File: src/rtl/core/bpcr_pkg.sv
package bpcr_pkg;

    // Field widths
    localparam int CW      = 20;   // coordinate and velocity width
    localparam int DW      = 21;   // difference of two coordinates
    localparam int RAD_W   = 16;
    localparam int RS_W    = 17;   // radius sum
    localparam int COEF_W  = 9;
    localparam int PUSH_W  = 9;
    localparam int SLOP_W  = 8;

    // Datapath widths
    localparam int DSQ_W   = 2 * DW;        // squared distance
    localparam int RSQ_W   = 2 * RS_W;      // squared radius sum
    localparam int ROOT_W  = DSQ_W / 2;     // distance
    localparam int REM_W   = ROOT_W + 2;    // square root remainder
    localparam int NORM_BITS = 16;
    localparam int QW      = NORM_BITS + 1; // normal magnitude, at most 1.0
    localparam int NUM_W   = DW + NORM_BITS;
    localparam int DREM_W  = ROOT_W + 1;    // divider remainder
    localparam int NV_W    = QW + 1;        // signed normal component
    localparam int PROD_W  = DW + NV_W;
    localparam int OVL_W   = ROOT_W + 1;
    localparam int S_W     = PROD_W + 1;    // closing speed
    localparam int K_W     = COEF_W + 1;
    localparam int JP_W    = S_W + K_W;
    localparam int IMP_SHIFT = 25;
    localparam int J_W     = JP_W - IMP_SHIFT;
    localparam int CP_W    = RS_W + PUSH_W;
    localparam int JX_W    = J_W + QW;
    localparam int SXP_W   = CP_W + QW;
    localparam int IX_W    = JX_W + 1 - NORM_BITS;
    localparam int SX_W    = SXP_W + 1 - IMP_SHIFT;
    localparam int VN_W    = IX_W + 2;

    // Stream widths
    localparam int IN_W    = 216;
    localparam int OUT_W   = 168;

    // Register reset values
    localparam logic [PUSH_W-1:0] PUSH_RESET = 9'd205;
    localparam logic [SLOP_W-1:0] SLOP_RESET = 8'd3;

    // Register indexes
    localparam logic CFG_PUSH = 1'b0;
    localparam logic CFG_SLOP = 1'b1;

    typedef struct packed {
        logic signed [CW-1:0] p1x;
        logic signed [CW-1:0] p1y;
        logic signed [CW-1:0] p2x;
        logic signed [CW-1:0] p2y;
        logic signed [CW-1:0] v1x;
        logic signed [CW-1:0] v1y;
        logic signed [CW-1:0] v2x;
        logic signed [CW-1:0] v2y;
        logic signed [DW-1:0] dx;
        logic signed [DW-1:0] dy;
        logic signed [DW-1:0] dvx;
        logic signed [DW-1:0] dvy;
        logic [RS_W-1:0]      rsum;
        logic [COEF_W-1:0]    emin;
        logic                 touching;
    } pair_t;

    function automatic logic signed [CW-1:0] sat_coord(input logic signed [VN_W-1:0] v);
        logic signed [VN_W-1:0] hi;
        logic signed [VN_W-1:0] lo;
        hi = {{(VN_W-CW+1){1'b0}}, {(CW-1){1'b1}}};
        lo = ~hi;
        if (v > hi)
        begin
            return hi[CW-1:0];
        end
        else if (v < lo)
        begin
            return lo[CW-1:0];
        end
        else
        begin
            return v[CW-1:0];
        end
    endfunction

endpackage

File: src/rtl/core/bpcr_front.sv
module bpcr_front (
    input  logic                           clk,
    input  logic                           rst_n,
    input  logic                           en,
    input  logic                           in_valid,
    input  logic [bpcr_pkg::IN_W-1:0]      in_data,
    output logic                           out_valid,
    output bpcr_pkg::pair_t                out_pair,
    output logic [bpcr_pkg::DSQ_W-1:0]     out_dsq
);
    import bpcr_pkg::*;

    logic signed [CW-1:0] p1x, p1y, p2x, p2y, v1x, v1y, v2x, v2y;
    logic [RAD_W-1:0]     r1, r2;
    logic [COEF_W-1:0]    e1, e2;

    assign p1x = in_data[0*CW +: CW];
    assign p1y = in_data[1*CW +: CW];
    assign p2x = in_data[2*CW +: CW];
    assign p2y = in_data[3*CW +: CW];
    assign v1x = in_data[4*CW +: CW];
    assign v1y = in_data[5*CW +: CW];
    assign v2x = in_data[6*CW +: CW];
    assign v2y = in_data[7*CW +: CW];
    assign r1  = in_data[8*CW +: RAD_W];
    assign r2  = in_data[8*CW+RAD_W +: RAD_W];
    assign e1  = in_data[8*CW+2*RAD_W +: COEF_W];
    assign e2  = in_data[8*CW+2*RAD_W+COEF_W +: COEF_W];

    logic                     f1_vld_reg, f2_vld_reg, f3_vld_reg;
    pair_t                    f1_pair_reg, f2_pair_reg, f3_pair_reg;
    pair_t                    f1_pair_next, f3_pair_next;
    logic signed [DSQ_W-1:0]  dxsq_reg, dysq_reg;
    logic [RSQ_W-1:0]         rsq_reg;
    logic [DSQ_W-1:0]         dsq_reg, dsq_next;

    always_comb
    begin
        f1_pair_next          = '0;
        f1_pair_next.p1x      = p1x;
        f1_pair_next.p1y      = p1y;
        f1_pair_next.p2x      = p2x;
        f1_pair_next.p2y      = p2y;
        f1_pair_next.v1x      = v1x;
        f1_pair_next.v1y      = v1y;
        f1_pair_next.v2x      = v2x;
        f1_pair_next.v2y      = v2y;
        f1_pair_next.dx       = DW'(p2x) - DW'(p1x);
        f1_pair_next.dy       = DW'(p2y) - DW'(p1y);
        f1_pair_next.dvx      = DW'(v2x) - DW'(v1x);
        f1_pair_next.dvy      = DW'(v2y) - DW'(v1y);
        f1_pair_next.rsum     = {1'b0, r1} + {1'b0, r2};
        f1_pair_next.emin     = (e1 < e2) ? e1 : e2;
        f1_pair_next.touching = 1'b0;
    end

    always_comb
    begin
        dsq_next              = $unsigned(dxsq_reg) + $unsigned(dysq_reg);
        f3_pair_next          = f2_pair_reg;
        f3_pair_next.touching = (dsq_next <= DSQ_W'(rsq_reg));
    end

    always_ff @(posedge clk or negedge rst_n)
    begin
        if (!rst_n)
        begin
            f1_vld_reg <= 1'b0;
            f2_vld_reg <= 1'b0;
            f3_vld_reg <= 1'b0;
        end
        else if (en)
        begin
            f1_vld_reg <= in_valid;
            f2_vld_reg <= f1_vld_reg;
            f3_vld_reg <= f2_vld_reg;
        end
    end

    always_ff @(posedge clk)
    begin
        if (en)
        begin
            f1_pair_reg <= f1_pair_next;
            f2_pair_reg <= f1_pair_reg;
            dxsq_reg    <= f1_pair_reg.dx * f1_pair_reg.dx;
            dysq_reg    <= f1_pair_reg.dy * f1_pair_reg.dy;
            rsq_reg     <= f1_pair_reg.rsum * f1_pair_reg.rsum;
            f3_pair_reg <= f3_pair_next;
            dsq_reg     <= dsq_next;
        end
    end

    assign out_valid = f3_vld_reg;
    assign out_pair  = f3_pair_reg;
    assign out_dsq   = dsq_reg;

endmodule

File: config.mk
export PLATFORM = sky130hd
export DESIGN_NAME = bpcr_front
export DESIGN_NICKNAME = d
export VERILOG_FILES = /design/src/rtl/core/bpcr_pkg.sv /design/src/rtl/core/bpcr_front.sv
export SDC_FILE = /design/constraint.sdc
export NUM_CORES = 2
export LEC_CHECK = 0
export BUFFER_PORTS_ARGS = -buffer_cell sky130_fd_sc_hd__buf_2
export CORE_MARGIN = 5
export CORE_UTILIZATION = 44
export CTS_BUF_LIST = sky130_fd_sc_hd__clkbuf_8
export DETAILED_ROUTE_END_ITERATION = 16
export SETUP_SLACK_MARGIN = 0.05
export SLEW_MARGIN = 0
export SYNTH_ARGS = -nofsm -noshare
export SYNTH_HDL_FRONTEND = slang
export SYNTH_SLANG_ARGS = --single-unit
File: constraint.sdc
create_clock -name clk -period 8.5 [get_ports clk]
set_input_delay 0 -clock clk [delete_from_list [all_inputs] [get_ports clk]]
set_output_delay 0 -clock clk [all_outputs]
set_load 0.1 [all_outputs]
[Yosys cells after proc, flatten, opt, wreduce, memory -nomap -nowiden]
Index checks and enable logic that the tools add are counted.
Storage, ports and cells
  register bits: 974
  bits in latches: 0
  output and inout port bits: 314
  memories: 0
  RAM bits: 0
  input port bits: 220
  ROM bits: 0
Operators by class
  equal/unequal tests: 0
  shift-type cells: 0
  bitwise operators: 0
  magnitude comparators: 2
  reduce and logical (&&, ||, !) cells: 0
  muxes and demuxes: 1
  multiply operators: 3
  div/mod/pow operators: 0
  add/subtract/negate cells: 6
Operators by type and width (count)
  21-bit by 21-bit multiplier with 42-bit output: 2
  20-bit by 20-bit subtractor with 21-bit output: 4
  42-bit adder: 1
  42-bit by 34-bit less-or-equal comparator with 1-bit output: 1
  17-bit by 17-bit multiplier with 34-bit output: 1
  16-bit by 16-bit adder with 17-bit output: 1
  9-bit less-than comparator: 1
  9-bit 2-to-1 mux: 1

[Logic depth before layout (Yosys ltp)]
  word-level depth: 2
  mapped depth: 28
  depth with buffers taken out: 27

[Least setup slack after synthesis]
OpenSTA, ideal clock, no wires.
  kind: register to register
  start: reg f1_pair_reg[89] in the netlist's numbering
  end: reg dysq_reg[40] (data pin)
  cell stages (with the launch flop): 23
  library setup time: 0.261 ns
  setup slack: 1.230 ns
  buffers on the path: 3
  clock period less this slack: 7.270 ns
  required time: 8.239 ns
  data arrival time: 7.009 ns
  cell sequence: edfxtp_1 -> clkbuf_1 -> buf_1 -> nand2_1 -> fa_1 -> inv_1 -> fa_1 -> inv_1 -> fa_1 -> inv_1 -> fa_1 -> fa_1 -> fa_1 -> inv_1 -> fa_1 -> inv_1 -> ha_1 -> clkbuf_1 -> nand4_1 -> or2_2 -> o311ai_0 -> nand2_1 -> o311a_1
On the way
  cells in the longest elaborated chain, start to end: 1
Ends and longest elaborated chain
  start, declared: line bpcr_front.sv:31  | pair_t f1_pair_reg, f2_pair_reg, f3_pair_reg;
  start signal, assigned: line bpcr_front.sv:84  | f1_pair_reg <= f1_pair_next;
  21-bit by 21-bit multiplier with 42-bit output: line bpcr_front.sv:87  | dysq_reg <= f1_pair_reg.dy * f1_pair_reg.dy;
  end signal, assigned: line bpcr_front.sv:87
  end, declared: line bpcr_front.sv:33  | logic signed [DSQ_W-1:0] dxsq_reg, dysq_reg;
Every way passes these cells.
A chain may end at the register's enable or synchronous reset.

[Worst setup path after layout]
  start: reg f1_pair_reg[110] in the netlist's numbering
  end: reg dxsq_reg[41] (data pin)
On the way
  cells in the longest elaborated chain, start to end: 1
Ends and longest elaborated chain
  21-bit by 21-bit multiplier with 42-bit output: line bpcr_front.sv:86  | dxsq_reg <= f1_pair_reg.dx * f1_pair_reg.dx;
  end signal, assigned: line bpcr_front.sv:86
  end, declared: line bpcr_front.sv:33
Every way passes these cells.

==> results.cfg <==
[drt]
first_pass_iters = 7
routed_via_density = 4.85
drc = 0
routed_wl_mm = 166
ant_nets = 0
drt-initial-drc-count = 2510
vias = 46600
route.detailed.wl_per_inst_um = 17.3

[layout]
regArea_um2 = 29100
fillers = 14600
multi_input_area_um2 = 38800
final_nets = 9054
drive_above_1_share = 0.118
synthToLayoutAreaGrowth_pct = 17.9
largest_reg_flops = 271
stdcell_count = 9609
utilization = 0.522

[logic_synthesis]
synthArstFlopShare = 0.00310
syn_area_per_cell_um2 = 12.0
ys.warnings.count = 0
synth_xor_area_frac = 0.0300
yosysTopAreaCellShare = 0.391
synth_area_um2 = 74100
synth_edf_count = 965
synth.area.top_cells = edfxtp_1 (39%), fa_1 (28%), ha_1 (9.0%)
synth_compound_gate_area_share = 0.0495
ys.flop_type = edfxtp_1
synth_most_common_cell = inv_1
yosys.area_share.simple = 0.0732
ys_ff_latch = 968
synth_fp_nets = 7944
synth_cell_types = 77
synth_top_family_by_area = adder cells
synth_cells = 6160
ys_seq_area_frac = 0.392
yosysTopAreaCell = edfxtp_1
synth.area.mux_share = 0.00228
synth-adder-area-share = 0.369
synth_commonest_cells = inv_1 (1550), fa_1 (1030), edfxtp_1 (965)

[clocking]
path_clk_slew_ns = 0.06
cts_resized = 0
h-tree-depth = 4
clockBufferDepth = 3
cts_tree = yes
ctsHoldBuffers = 428
clkSinkCount = 968
clk_latency_ns = 0.93
root_buffer = clkbuf_8
cts_setup_buffers = 0
numCtsBuffers = 165

[floorplanning]
dieArea_um2 = 177000
rows = 150
die_h_um = 420
die_w_um = 420
core_um2 = 167000
initial_core_util = 0.443
io_pins = 534

[global_route]
grt_use_met2 = 0.335
grt_pass1_vias = 50900
grt-ovfl-total = 0
grt.busiest_layer = met2
use_met1 = 0.237
use_met3 = 0.0399
grt_pass1_wl_mm = 265
grt_max_degree = 183
gr-usage-all-layers = 0.192
antenna_found_initial = 12

[worst_setup_path]
path_cells = nand2_1, fa_1, inv_1, fa_1, inv_1, fa_1, inv_1, fa_1, fa_1, fa_1, inv_1, fa_1, inv_1, ha_1, a21oi_1, o21ai_0, a221o_1, a21oi_1, o21ai_0, or3_1, o21ai_0, o311ai_0, a21oi_1, xnor2_1
cpPeakStageDelay_ns = 0.70
crit_family = adder cells
path_buf_inv = 5
critical_path_class = flop to flop
critPathRequiredTime_ns = 9.17
crit_path_frequent_cell = fa_1
start_kind = flop
crit_slowest_cell = edfxtp_1
cp-end-kind = flop
critPathArrivalTime_ns = 8.44
crit_path_max_fanout = 11

[worst_hold_path]
min_path_type = input pin to flop

[timing]
period_share = 0.914
hold_viol = 0
max_slew_margin = 0.186
fmax_mhz = 129
finalMaxSlewViolations = 0
rsz0062_at_grt = false
min_period_ns = 7.77
clock_skew_ns = 0.0588
worst_pin_slew_ns = 1.21
tns_ns = 0
setup_viol = 0

[flow_run]
cap_violations = 0

[place]
dp_cells = 8878
port_buffers = 527
hpwlAfterDp_mm = 127
gp_congestion = 0.854

[outcome]
status = finished clean
worst paths after layout:
kind,from,cells past startpoint,slack [ns],end
worst max register to register,f1_pair_reg[110],24,0.73,dxsq_reg[41]
worst min-delay path,in_data[136],4,0.13,f1_pair_reg[64]
worst min register to register,f2_pair_reg[132],0,0.39,out_pair[132]
max in group asynchronous,rst_n,4,7.88,f2_vld_reg
min in group asynchronous,rst_n,4,0.47,f1_vld_reg
worst max-delay path,f1_pair_reg[110],24,0.73,dxsq_reg[41]
cells in the final DEF, fill, tap and decap left out, drive strengths merged, types with 90 or more instances in the layout:
| cell type | count |
|---|---|
| inv | 1607 |
| fa | 1030 |
| edfxtp | 965 |
| buf | 620 |
| ha | 534 |
| nand2 | 446 |
| dlygate4sd3 | 428 |
| nor2 | 237 |
| xnor2 | 188 |
| and2 | 187 |
| clkbuf | 165 |
| a21oi | 162 |
| o21ai | 90 |
metal layers:
layer,vias up,share of wire
met1,23400,0.40
li1,21800,-
met2,1113,0.51
met4,4,0.034
met3,298,0.059
met5,-,0.00016
stage by stage:
stage	hold slack, ns	cell area [um^2]	setup slack [ns]
finish	0.132	87300	0.731
floorplan	-0.296	74100	1.23
CTS	0.00498	87300	0.722
detailed placement	-0.198	79800	0.761
global route	0.0424	87300	0.178
global placement	-0.204	79800	0.792
cell families after synthesis:
family                   after synthesis
flip-flops                           968
XOR/XNOR                             254
AO/OA/AOI/OAI                        548
multiplexers                          15
adder cells (fa/ha/maj)             1564
buffers and inverters               1656
AND/OR/NAND/NOR                     1155
worst register-to-register path, cell delays in order (launching register included):
cell,delay [ns]
edfxtp_1,0.70
nand2_1,0.20
fa_1,0.67
inv_1,0.16
fa_1,0.51
inv_1,0.05
fa_1,0.49
inv_1,0.05
fa_1,0.56
fa_1,0.43
fa_1,0.50
inv_1,0.05
fa_1,0.49
inv_1,0.04
ha_1,0.34
a21oi_1,0.19
o21ai_0,0.15
a221o_1,0.40
a21oi_1,0.17
o21ai_0,0.17
or3_1,0.35
o21ai_0,0.35
o311ai_0,0.21
a21oi_1,0.20
xnor2_1,0.08
area by class of cell:
class                   count  share of cell area
clock inverters           123              0.0104
clock buffers             165              0.0260
multi-input cells        3536               0.444
diodes                     14            0.000401
repair buffers           1048              0.0880
well taps                2204              0.0316
flip-flops and latches    968               0.333
inverters                1551              0.0667
Power is left out: the tool's default activity adds up to more than one toggle a clock period on the data nets, which glitch-free logic cannot reach.
